File: src/design/assert_macros.svh
// Assertion macros shared by the RTL of the base-36 block encoder.
// No dependencies; included by files that carry concurrent checks.
`ifndef ASSERT_MACROS_SVH
`define ASSERT_MACROS_SVH

`ifndef SYNTHESIS
// property must hold at every clock edge outside reset
`define ASSERT_ALWAYS(label, clk, rst_n, prop) \
	label: assert property (@(posedge clk) disable iff (!rst_n) prop) \
		else $error("assertion failed");
// expression must never be true outside reset
`define ASSERT_NEVER(label, clk, rst_n, expr) \
	label: assert property (@(posedge clk) disable iff (!rst_n) !(expr)) \
		else $error("forbidden condition seen");
`else
`define ASSERT_ALWAYS(label, clk, rst_n, prop)
`define ASSERT_NEVER(label, clk, rst_n, expr)
`endif

`endif

File: src/design/b36e_pkg.sv
// Types, constants and digit arithmetic for the base-36 block encoder.
// No dependencies; imported by the interfaces, the cell, the top level and the testbench.
package b36e_pkg;

	localparam int DIGITS      = 11;
	localparam int DIG_W       = 6;
	localparam int CNT_W       = 4;
	localparam int HELD_W      = 3;
	localparam int BLOCK_BYTES = 7;
	localparam int CHAR_W      = 7;

	typedef logic [DIG_W-1:0]  digit_t;
	typedef logic [1:0]        carry2_t;
	typedef logic [CNT_W-1:0]  cnt_t;
	typedef logic [HELD_W-1:0] held_t;

	// per-cycle control for the cell row
	typedef struct packed {
		logic en;
		logic clr;
	} cell_ctl_t;

	// carries of the two radix-4 sub-steps done together in the same cycle
	typedef struct packed {
		carry2_t a;
		carry2_t b;
	} carry_t;

	// characters emitted for a block of n bytes
	function automatic cnt_t chars_for_bytes(input held_t n);
		cnt_t r;
		case (n)
			3'd1: r = 4'd2;
			3'd2: r = 4'd4;
			3'd3: r = 4'd5;
			3'd4: r = 4'd7;
			3'd5: r = 4'd8;
			3'd6: r = 4'd10;
			3'd7: r = 4'd11;
			default: r = 4'd0;
		endcase
		return r;
	endfunction

	// lowercase ASCII for one base-36 digit
	function automatic logic [CHAR_W-1:0] digit_ascii(input digit_t d);
		logic [CHAR_W-1:0] r;
		if (d < 6'd10) begin
			r = CHAR_W'(d) + 7'd48;
		end else begin
			r = CHAR_W'(d) + 7'd87;
		end
		return r;
	endfunction

	// carry out of 4*d: floor(4d/36), independent of the carry in
	function automatic carry2_t carry_of(input digit_t d);
		carry2_t q;
		if (d >= 6'd27) begin
			q = 2'd3;
		end else if (d >= 6'd18) begin
			q = 2'd2;
		end else if (d >= 6'd9) begin
			q = 2'd1;
		end else begin
			q = 2'd0;
		end
		return q;
	endfunction

	// new digit of 4*d + c mod 36; 4*(d mod 9) + c never exceeds 35
	function automatic digit_t digit_step(input digit_t d, input carry2_t c);
		carry2_t q;
		digit_t  base;
		q = carry_of(d);
		case (q)
			2'd3: base = d - 6'd27;
			2'd2: base = d - 6'd18;
			2'd1: base = d - 6'd9;
			default: base = d;
		endcase
		return {base[3:0], 2'b00} + {4'b0000, c};
	endfunction

endpackage

File: src/design/b36e_if.sv
// Valid/ready channel interfaces for byte input and character output.
// Depends on b36e_pkg for the character width.
interface b36e_in_if import b36e_pkg::*; ();
	logic       valid;
	logic       ready;
	logic [7:0] data_byte;
	logic       final_byte;

	modport source (output valid, output data_byte, output final_byte, input ready);
	modport sink (input valid, input data_byte, input final_byte, output ready);
endinterface

interface b36e_out_if import b36e_pkg::*; ();
	logic              valid;
	logic              ready;
	logic [CHAR_W-1:0] char_code;
	logic              block_end;
	logic              message_end;

	modport source (output valid, output char_code, output block_end, output message_end,
		input ready);
	modport sink (input valid, input char_code, input block_end, input message_end,
		output ready);
endinterface

File: src/design/b36e_cell.sv
// One base-36 digit cell: multiplies its digit by 16 per enabled cycle in two radix-4 steps.
// Depends on b36e_pkg; instantiated in a row by base36_block_encoder_top.
module b36e_cell import b36e_pkg::*; (
	input  logic      clk,
	input  logic      arst_n,
	input  cell_ctl_t ctl,
	input  carry_t    cin,
	output carry_t    cout,
	output digit_t    digit
);

	digit_t digit_q;
	digit_t mid;
	digit_t fin;

	// two chained sub-steps; carries out depend only on this cell's own digits
	always_comb begin
		mid    = digit_step(digit_q, cin.a);
		fin    = digit_step(mid, cin.b);
		cout.a = carry_of(digit_q);
		cout.b = carry_of(mid);
	end

	always_ff @(posedge clk or negedge arst_n) begin
		if (!arst_n) begin
			digit_q <= '0;
		end else if (ctl.clr) begin
			digit_q <= '0;
		end else if (ctl.en) begin
			digit_q <= fin;
		end
	end

	assign digit = digit_q;

endmodule

File: src/design/base36_block_encoder_top.sv
// Top level of the base-36 block encoder: control, cell row and output bank.
// Depends on b36e_pkg, b36e_if, b36e_cell and assert_macros.svh.
//
//  channel  | dir | payload                               | handshake
//  in_ch    | in  | data_byte[7:0], final_byte            | valid/ready
//  out_ch   | out | char_code[6:0], block_end, message_end| valid/ready
//
// Each byte enters the cell row in two halves: the high nibble on the accept
// edge, the low nibble on the next. Once a block closes, its digits move into
// the output bank, and characters drain one per cycle while the receiver is
// ready, as the next block builds. The move waits until the bank is empty or its
// last character leaves. Reset clears the cells, counters and control at once.
`include "assert_macros.svh"

module base36_block_encoder_top import b36e_pkg::*; (
	input  logic       clk,
	input  logic       arst_n,
	b36e_in_if.sink    in_ch,
	b36e_out_if.source out_ch
);

	localparam logic [1:0] ST_IDLE  = 2'd0;
	localparam logic [1:0] ST_LO    = 2'd1;
	localparam logic [1:0] ST_FLUSH = 2'd2;

	logic [1:0]  state_q;
	logic [3:0]  lo_nib_q;
	held_t       held_q;
	held_t       nbytes_q;
	logic        close_q;
	logic        final_q;

	digit_t      out_dig_q [DIGITS];
	cnt_t        out_cnt_q;
	logic        out_last_q;

	logic        in_fire;
	logic        out_fire;
	logic        bank_free;
	logic        load;
	held_t       count;
	logic        close_now;
	logic [3:0]  nibble;
	cnt_t        out_idx;

	cell_ctl_t   cell_ctl;
	carry_t      cell_cin  [DIGITS];
	carry_t      cell_cout [DIGITS];
	digit_t      cell_dig  [DIGITS];

	// handshakes
	assign in_ch.ready = (state_q == ST_IDLE);
	assign in_fire     = in_ch.valid && in_ch.ready;
	assign out_fire    = out_ch.valid && out_ch.ready;

	assign count     = held_q + 3'd1;
	assign close_now = (count == HELD_W'(BLOCK_BYTES)) || in_ch.final_byte;

	// bank takes a new block when empty or emptying this cycle
	assign bank_free = (out_cnt_q == '0) || ((out_cnt_q == 4'd1) && out_fire);
	assign load      = (state_q == ST_FLUSH) && bank_free;

	// nibble fed into the least significant cell
	assign nibble = in_fire ? in_ch.data_byte[7:4] : lo_nib_q;

	assign cell_ctl.en  = in_fire || (state_q == ST_LO);
	assign cell_ctl.clr = load;

	// cell row, carries flow toward the most significant digit
	assign cell_cin[0].a = nibble[3:2];
	assign cell_cin[0].b = nibble[1:0];

	for (genvar i = 0; i < DIGITS; i++) begin : g_cell
		if (i > 0) begin : g_link
			assign cell_cin[i] = cell_cout[i-1];
		end
		b36e_cell u_cell (
			.clk    (clk),
			.arst_n (arst_n),
			.ctl    (cell_ctl),
			.cin    (cell_cin[i]),
			.cout   (cell_cout[i]),
			.digit  (cell_dig[i])
		);
	end

	// sequencing of byte halves and block close
	always_ff @(posedge clk or negedge arst_n) begin
		if (!arst_n) begin
			state_q <= ST_IDLE;
			held_q  <= '0;
			close_q <= 1'b0;
		end else begin
			case (state_q)
				ST_IDLE: begin
					if (in_fire) begin
						state_q <= ST_LO;
						close_q <= close_now;
						held_q  <= close_now ? '0 : count;
					end
				end
				ST_LO: begin
					state_q <= close_q ? ST_FLUSH : ST_IDLE;
				end
				ST_FLUSH: begin
					if (load) begin
						state_q <= ST_IDLE;
					end
				end
				default: begin
					state_q <= ST_IDLE;
				end
			endcase
		end
	end

	// payload captured with each item
	always_ff @(posedge clk) begin
		if (in_fire) begin
			lo_nib_q <= in_ch.data_byte[3:0];
			nbytes_q <= count;
			final_q  <= in_ch.final_byte;
		end
	end

	// output bank count
	always_ff @(posedge clk or negedge arst_n) begin
		if (!arst_n) begin
			out_cnt_q <= '0;
		end else if (load) begin
			out_cnt_q <= chars_for_bytes(nbytes_q);
		end else if (out_fire) begin
			out_cnt_q <= out_cnt_q - 4'd1;
		end
	end

	// output bank digits and message flag
	always_ff @(posedge clk) begin
		if (load) begin
			for (int i = 0; i < DIGITS; i++) begin
				out_dig_q[i] <= cell_dig[i];
			end
			out_last_q <= final_q;
		end
	end

	// most significant remaining digit goes out first
	assign out_idx            = out_cnt_q - 4'd1;
	assign out_ch.valid       = (out_cnt_q != '0);
	assign out_ch.char_code   = digit_ascii(out_dig_q[out_idx]);
	assign out_ch.block_end   = (out_cnt_q == 4'd1);
	assign out_ch.message_end = (out_cnt_q == 4'd1) && out_last_q;

	// checks
	`ASSERT_ALWAYS(a_busy_after_accept, clk, arst_n, in_fire |=> !in_ch.ready)
	`ASSERT_NEVER(a_held_range, clk, arst_n, held_q > 3'd6)
	`ASSERT_NEVER(a_bank_range, clk, arst_n, out_cnt_q > 4'd11)
	`ASSERT_ALWAYS(a_top_no_carry, clk, arst_n, cell_ctl.en |-> (cell_cout[DIGITS-1] == '0))
	`ASSERT_ALWAYS(a_bank_drains, clk, arst_n,
		(out_fire && (out_cnt_q == 4'd1) && !load) |=> !out_ch.valid)

endmodule

File: src/flat_wrapper.sv
// flat-port wrapper written by rule: the top's interface ports become plain ports
module base36_block_encoder_top_flat import b36e_pkg::*;
  (clk, arst_n, in_ch_valid, in_ch_data_byte, in_ch_final_byte, in_ch_ready, out_ch_valid, out_ch_char_code, out_ch_block_end, out_ch_message_end, out_ch_ready);
  b36e_in_if in_ch_i ();
  b36e_out_if out_ch_i ();
  input  logic clk;
  input  logic arst_n;
  input wire logic [$bits(in_ch_i.valid)-1:0] in_ch_valid;
  input wire logic [$bits(in_ch_i.data_byte)-1:0] in_ch_data_byte;
  input wire logic [$bits(in_ch_i.final_byte)-1:0] in_ch_final_byte;
  output wire logic [$bits(in_ch_i.ready)-1:0] in_ch_ready;
  output wire logic [$bits(out_ch_i.valid)-1:0] out_ch_valid;
  output wire logic [$bits(out_ch_i.char_code)-1:0] out_ch_char_code;
  output wire logic [$bits(out_ch_i.block_end)-1:0] out_ch_block_end;
  output wire logic [$bits(out_ch_i.message_end)-1:0] out_ch_message_end;
  input wire logic [$bits(out_ch_i.ready)-1:0] out_ch_ready;
  assign in_ch_i.valid = in_ch_valid;
  assign in_ch_i.data_byte = in_ch_data_byte;
  assign in_ch_i.final_byte = in_ch_final_byte;
  assign in_ch_ready = in_ch_i.ready;
  assign out_ch_valid = out_ch_i.valid;
  assign out_ch_char_code = out_ch_i.char_code;
  assign out_ch_block_end = out_ch_i.block_end;
  assign out_ch_message_end = out_ch_i.message_end;
  assign out_ch_i.ready = out_ch_ready;
  base36_block_encoder_top u_core (.clk(clk), .arst_n(arst_n), .in_ch(in_ch_i), .out_ch(out_ch_i));
endmodule
File: config.mk
export PLATFORM = sky130hd
export DESIGN_NAME = base36_block_encoder_top_flat
export DESIGN_NICKNAME = d
export VERILOG_FILES = /design/src/design/b36e_pkg.sv /design/src/design/b36e_if.sv /design/src/design/b36e_cell.sv /design/src/design/base36_block_encoder_top.sv /design/src/flat_wrapper.sv
export VERILOG_INCLUDE_DIRS = /design/src /design/src/design
export SDC_FILE = /design/constraint.sdc
export NUM_CORES = 1
export LEC_CHECK = 0
export ABC_AREA = 1
export BUFFER_PORTS_ARGS = -buffer_cell sky130_fd_sc_hd__buf_4
export CAP_MARGIN = 10
export CORE_ASPECT_RATIO = 1.2
export CORE_UTILIZATION = 25
export CTS_BUF_LIST = sky130_fd_sc_hd__clkbuf_8
export CTS_CLUSTER_DIAMETER = 50
export DETAILED_ROUTE_END_ITERATION = 6
export GPL_ROUTABILITY_DRIVEN = 0
export GPL_TIMING_DRIVEN = 0
export SYNTH_ARGS = -nofsm -noshare
export SYNTH_HDL_FRONTEND = slang
export SYNTH_SLANG_ARGS = --single-unit
File: constraint.sdc
create_clock -name clk -period 4.35 [get_ports clk]
set_input_delay 0.87 -clock clk [delete_from_list [all_inputs] [get_ports clk]]
set_output_delay 0.87 -clock clk [all_outputs]
set_load 0.1 [all_outputs]
# Word level (Yosys, flattened, before mapping)
# Memory sizes are Yosys's and may differ from the RTL's.
# Cells that the tools add are included.
# W data, S select, Z words.
word_totals:
  ram_bits: 66
  regBits: 85
  mem_count: 1
  romBits: 0
  output_inout_bits: 11
  latch_bits: 0
memory_table:
  columns: ["name", "words", "word_bits", "rd", "rd_clocked_by_memory_dff", "wr", "line_no", "text"]
  rows:
  - ["u_core.out_dig_q", 11, 6, 1, 0, 11, "base36_block_encoder_top.sv:33", "digit_t out_dig_q [DIGITS];"]
op_classes:
  n_bitwise: 0
  mux: 122
  add_sub_neg: 92
  reduce_logical: 15
  shift: 0
  n_div: 0
  n_lt_le_gt_ge: 67
  n_eq_ne: 79
  multipliers: 0
op_table:
  columns: ["operator", "count"]
  rows:
  - ["$ge A6 B5 Y1 const B", 44]
  - ["$pmux W4 S3", 22]
  - ["$sub A4 B4 Y4 const B", 44]
  - ["$add A6 B2 Y6", 22]
  - ["$ge A6 B4 Y1 const B", 22]
  - ["$mux W6", 22]
  - ["$mux W2", 47]
  - ["$eq A2 B2 Y1 const B", 45]
  - ["$sub A4 B2 Y4 const B", 22]
  - ["$eq A2 B1 Y1 const B", 23]
  - ["$pmux W4 S7", 1]
  - ["$mux W1", 24]
  - ["$eq A3 B3 Y1 const B", 5]
  - ["$mux W4", 3]
  - ["$add A6 B6 Y7 const B", 1]
  - ["$add A6 B7 Y7 const B", 1]
  - ["$mux W7", 1]
  - ["$eq A3 B2 Y1 const B", 2]
  - ["$lt A6 B4 Y1 const B", 1]
  - ["$pmux W2 S3", 1]
  - ["$logic_and A1 B1 Y1", 5]
  - ["$eq A4 B1 Y1 const B", 1]
  - ["$logic_not A4 Y1", 1]
  - ["$reduce_and A2 Y1", 2]
  - ["10 further kinds", 13]

# Logic depth before layout (Yosys ltp)
depth:
  word_depth: 16
  depth_mapped: 25
  mapped_depth_nobuf: 25

# Modules after synthesis
# A second synthesis with hierarchy kept.
unflattened:
  cells_unflattened: 1791
  hier_area_um2: 13202.7
modules_own_cells:
  columns: ["mod", "n_inst", "seq_area_each_um2", "cells_each", "area_each_um2"]
  rows:
  - ["b36e_cell (u_core.g_cell[2].u_cell ...)", 8, 150.1, 130, 840.8]
  - ["base36_block_encoder_top", 1, 2502.4, 358, 3811.2]
  - ["b36e_cell (u_core.g_cell[0].u_cell ...)", 3, 150.1, 131, 888.4]

# Worst setup path after synthesis
# OpenSTA, ideal clock, no wires.
synth_timing:
  path_type: "reg2out"
  startpoint: "register u_core.out_cnt_q[0]"
  endpoint: "output port out_ch_char_code[6]"
  arrival_time_ns: 4.732
  n_path_buf: 4
  stages_incl_launch_ff: 17
  required_ns: 3.480
  setup_slack_ns: -1.252
  cell_sequence: "dfrtp_1 > inv_2 > buf_2 > buf_2 > ha_1 > buf_2 > inv_1 > clkbuf_1 > o21ai_0 > o221ai_1 > o211ai_1 > nand2_1 > inv_1 > ha_1 > o21ai_2 > inv_1 > a211oi_1"
synth_between:
  elab_chain_cells: 4
  word_cells_on_any_way: 6
synth_lines:
  columns: ["item", "line_no", "text"]
  rows:
  - ["start: declaration", "base36_block_encoder_top.sv:34", "cnt_t out_cnt_q;"]
  - ["start signal: assignment", "base36_block_encoder_top.sv:131", "out_cnt_q <= chars_for_bytes(nbytes_q);"]
  - ["start signal: assignment", "base36_block_encoder_top.sv:133", "out_cnt_q <= out_cnt_q - 4'd1;"]
  - ["$sub A4 B1 Y4 *", "base36_block_encoder_top.sv:148", "assign out_idx = out_cnt_q - 4'd1;"]
  - ["$mem_v2 Z11 W6 *", null, null]
  - ["$add A6 B7 Y7, or another cell as far along", "b36e_pkg.sv:51", "r = CHAR_W'(d) + 7'd87;"]
  - ["$mux W7 *", "b36e_pkg.sv:48", "if (d < 6'd10) begin"]
  - ["end: declaration", "flat_wrapper.sv:13", "output wire logic [$bits(out_ch_i.char_code)-1:0] out_ch_char_code;"]
# Every way passes the cells marked *; elsewhere a longest branch is shown, timed or not.

# Final worst setup path
# Same ends and word-level chain as after synthesis.

==> impl_summary.log <==
[metrics] Final Max Slew Viols: 0
[metrics] via total after detailed routing: between 10000 and 15000
[metrics] sinks on the clock net: roughly 150
[metrics] Overflow after GRT: 0
[metrics] Worst R2R End: u_core.g_cell[8].u_cell.digit[5]$_DFFE_PN0P_
[metrics] post-route standard cell area excluding fillers: about 14000 um^2
[metrics] cell count of the worst reg-to-reg path: 22
[metrics] post-synthesis sequential area ratio: 0.344
[metrics] critical path class: reg2out
[metrics] wire length of the first global-routing pass: 52300 um
[metrics] Std-Cell Rows: 87
[metrics] Arrival @ worst endpoint: roughly 3.4 ns
[metrics] antenna violation net count after detailed routing: 0
[metrics] post-layout net count: roughly 1800
[metrics] Maximum Capacitance Violations: 0
[metrics] headroom to the max-slew limit: 0.327
[metrics] Worst setup EP type: output pin
[metrics] capture endpoint of the worst hold path: u_core.out_last_q$_DFFE_PP_
[metrics] outcome: completed
[metrics] mapped cell area: between 10000 and 15000 um^2
[metrics] final hold viol count: 0
[metrics] startpoint type of the worst setup path: flip-flop
[metrics] detailed-route wire length per cell: ~14 um
[metrics] worst-case setup slack after placement: -0.599 ns
[metrics] share of synthesized registers carrying an async set or reset: 0.503
[metrics] effective utilization at floorplan: 0.255
[metrics] startpoint of the most critical hold path: u_core.final_q$_DFFE_PP_
[metrics] DR DRC count: 0
[metrics] Die Footprint: about 49000 um^2
[metrics] Slew @ Worst Pin: around 1.0 ns
[metrics] number of failing setup endpoints in the final timing report: 0
[metrics] Clock Skew: between 0.01 and 0.015 ns
[metrics] worst path required time: about 3.5 ns
[metrics] Buffers on Ports: 23
[metrics] placement-stage cell area: between 10000 and 15000 um^2
[metrics] number of different library cells in the post-synthesis netlist: 43
[metrics] Post-Synthesis Net Count: around 1800
[metrics] core region area: roughly 47000 um^2
[metrics] syn_area_per_cell: ~7.2 um^2
[metrics] dominant register cell in the synthesized netlist: sky130_fd_sc_hd__dfrtp_1
[metrics] total wire length after detailed routing: between 30000 and 40000 um
[metrics] worst r2r src: u_core.g_cell[8].u_cell.digit[1]$_DFFE_PN0P_
[metrics] type of the worst min-delay path: reg2reg
[metrics] cell count after synthesis: between 1500 and 2000
[metrics] Syn. warnings: 0
[metrics] maximum number of pins on one net before global-route repair: slightly below 80
[metrics] layout cell share with drive strength beyond 1: 0.124
[metrics] number of top-level design ports: 24
[metrics] DP HPWL: 24300 um
[metrics] Avg Vias per Cell: between 4 and 5
[metrics] minimum clock period: between 4 and 5 ns
[metrics] clock tree from TritonCTS: built
[metrics] final worst setup slack: 0.124 ns
[metrics] number of global-route vias before repair: about 10000
[metrics] CTS buffer count: 17
[metrics] count of fill cells added during filler insertion: 5068
[metrics] die width: 203 um
[metrics] detailed-router iteration count before antenna repair: 4
[metrics] register-to-register setup slack: 0.63 ns
[metrics] antenna violations before repair: 0
[metrics] number of antenna repair diodes: 0
[metrics] # H-tree levels: 4
[metrics] Clock transition at path regs: approximately 0.09 ns
[metrics] CTS root buf: sky130_fd_sc_hd__clkbuf_8
[metrics] worst hold margin: ~0.43 ns
[metrics] combined global-route utilization of all metal layers: 0.130
[metrics] relative area change from synthesis to final layout: 13.6%
[metrics] initial drt markers: between 700 and 800
[metrics] Hold Path Stages: 0
[metrics] maximum net fanout on the critical path: 10
[metrics] insertion delay to the later sink of the worst-skew pair: between 0.4 and 0.5 ns
[metrics] part of the cycle the worst path needs: 0.972
[metrics] number of enable-type register cells in the synthesized netlist: 75
[metrics] FMAX: 0.237 GHz
[metrics] maximum count of clock buffers along a single path: 2
[metrics] die height: 243 um
[metrics] synthesized flop and latch total: about 150
## layer usage
| metal | up-vias | track usage | wire length (um) |
|---|---|---|---|
| li1 | 5501 | - | - |
| met1 | 5173 | 0.156 | 14000 |
| met2 | 238 | 0.238 | 16300 |
| met3 | 52 | 0.0145 | 923 |
| met4 | 0 | 0.0467 | 945 |
| met5 | - | 0 | 0 |
## worst max-delay path, stage by stage, from the launching register on
cell and delay [ns]:
sky130_fd_sc_hd__dfrtp_1 0.38, sky130_fd_sc_hd__inv_2 0.06, sky130_fd_sc_hd__buf_6 0.14, sky130_fd_sc_hd__buf_8 0.13, sky130_fd_sc_hd__ha_4 0.25, sky130_fd_sc_hd__buf_6 0.13, sky130_fd_sc_hd__buf_8 0.13, sky130_fd_sc_hd__o21ai_0 0.08
sky130_fd_sc_hd__o211ai_1 0.29, sky130_fd_sc_hd__o211ai_1 0.16, sky130_fd_sc_hd__nand2_1 0.17, sky130_fd_sc_hd__inv_2 0.09, sky130_fd_sc_hd__o21ai_4 0.26, sky130_fd_sc_hd__inv_2 0.09, sky130_fd_sc_hd__a211oi_2 0.26, sky130_fd_sc_hd__buf_6 0.26
## registers in the layout, summed over array words and instances, names as in the netlist
name,cells
u_core.g_cell.u_cell.digit,66
u_core.state_q,2
u_core.lo_nib_q,4
u_core.out_dig_q,66
u_core.held_q,3
u_core.out_cnt_q,4
u_core.final_q,1
u_core.nbytes_q,3
u_core.out_last_q,1
u_core.close_q,1
## per-stage QoR
stage               std cells  utilization  setup TNS, ns
CTS                      2368        0.287              0
global placement         2328        0.276          -2.61
floorplan                1682            -         -0.423
global route             2377        0.290      -0.000350
detailed placement       2328        0.276          -2.43
finish                   2377        0.290              0
## kinds of logic after synthesis
logic type | synth area share
compound gates | 0.0860
xor+xnor | 0.0514
fa+ha+maj | 0.0914
buf+inv | 0.0896
flops | 0.344
simple gates | 0.338
## what timing repair did
action | CTS | global route
gates resized for setup | 30 | 19
buffers inserted | 8 | 10
pin swaps | 9 | 14
hold buffers | 0 | 0
setup endpoints to repair | 7 | 7
## cells in the mapped netlist (3+ instances only)
master,number,area (um^2)
sky130_fd_sc_hd__a21oi_1,31,155
sky130_fd_sc_hd__a21oi_2,5,43.8
sky130_fd_sc_hd__buf_2,14,70.1
sky130_fd_sc_hd__buf_4,3,22.5
sky130_fd_sc_hd__buf_6,5,56.3
sky130_fd_sc_hd__clkbuf_1,11,41.3
sky130_fd_sc_hd__dfrtp_1,76,1900
sky130_fd_sc_hd__edfxtp_1,75,2250
sky130_fd_sc_hd__fa_1,22,440
sky130_fd_sc_hd__ha_1,53,663
sky130_fd_sc_hd__inv_1,222,833
sky130_fd_sc_hd__inv_2,13,48.8
sky130_fd_sc_hd__nand2_1,518,1940
sky130_fd_sc_hd__nand2_2,51,319
sky130_fd_sc_hd__nand2_4,10,113
sky130_fd_sc_hd__nand3_1,141,706
sky130_fd_sc_hd__nand3_2,6,60.1
sky130_fd_sc_hd__nand3b_1,14,105
sky130_fd_sc_hd__nand4_1,22,138
sky130_fd_sc_hd__nor2_1,166,623
sky130_fd_sc_hd__nor3_1,4,20.0
sky130_fd_sc_hd__o211ai_1,18,135
sky130_fd_sc_hd__o21ai_0,83,415
sky130_fd_sc_hd__o21ai_1,14,70.1
sky130_fd_sc_hd__o21ai_2,7,61.3
sky130_fd_sc_hd__o22ai_1,8,50.1
sky130_fd_sc_hd__or2_2,3,18.8
sky130_fd_sc_hd__xnor2_1,7,61.3
sky130_fd_sc_hd__xor2_1,62,543
## placed cells by master (no fill, tap or decap), types with 3 or more instances in the layout
cell type	n
sky130_fd_sc_hd__a21oi_1	31
sky130_fd_sc_hd__a21oi_2	5
sky130_fd_sc_hd__buf_2	11
sky130_fd_sc_hd__buf_4	41
sky130_fd_sc_hd__buf_6	8
sky130_fd_sc_hd__buf_8	3
sky130_fd_sc_hd__clkbuf_1	8
sky130_fd_sc_hd__clkbuf_8	19
sky130_fd_sc_hd__clkinv_4	4
sky130_fd_sc_hd__dfrtp_1	76
sky130_fd_sc_hd__edfxtp_1	75
sky130_fd_sc_hd__fa_1	22
sky130_fd_sc_hd__ha_1	51
sky130_fd_sc_hd__inv_1	216
sky130_fd_sc_hd__inv_2	17
sky130_fd_sc_hd__inv_6	5
sky130_fd_sc_hd__nand2_1	514
sky130_fd_sc_hd__nand2_2	54
sky130_fd_sc_hd__nand2_4	11
sky130_fd_sc_hd__nand3_1	141
sky130_fd_sc_hd__nand3_2	6
sky130_fd_sc_hd__nand3b_1	14
sky130_fd_sc_hd__nand4_1	22
sky130_fd_sc_hd__nor2_1	164
sky130_fd_sc_hd__nor3_1	4
sky130_fd_sc_hd__o211ai_1	18
sky130_fd_sc_hd__o21ai_0	77
sky130_fd_sc_hd__o21ai_1	19
sky130_fd_sc_hd__o21ai_2	7
sky130_fd_sc_hd__o22ai_1	8
sky130_fd_sc_hd__or2_2	3
sky130_fd_sc_hd__xnor2_1	7
sky130_fd_sc_hd__xor2_1	58
sky130_fd_sc_hd__xor2_2	4
## worst max path at each step
stage | startpoint | endpoint | cells past startpoint
6_report | u_core.out_cnt_q[0]$_DFFE_PN0P_ | out_ch_char_code[6] | 15
5_1_grt | u_core.out_cnt_q[0]$_DFFE_PN0P_ | out_ch_char_code[4] | 19
4_1_cts | u_core.out_cnt_q[0]$_DFFE_PN0P_ | out_ch_char_code[4] | 18
3_5_place_dp | u_core.out_cnt_q[0]$_DFFE_PN0P_ | out_ch_char_code[4] | 17
3_3_place_gp | u_core.out_cnt_q[0]$_DFFE_PN0P_ | out_ch_char_code[4] | 17
2_1_floorplan | u_core.out_cnt_q[0]$_DFFE_PN0P_ | out_ch_char_code[6] | 16
## area by class of cell
cell class,instances,area (um^2),share of cell area
multi-input cells,1261,6940,0.506
clock inverters,13,111,0.00812
flip-flops and latches,151,4150,0.303
clock buffers,19,262,0.0191
well taps,623,779,0.0568
inverters,235,887,0.0647
plain buffers,34,241,0.0176
repair buffers,41,337,0.0245
Power is left out: the tool's default activity adds up to more than one toggle a clock period on the data nets, which glitch-free logic cannot reach.
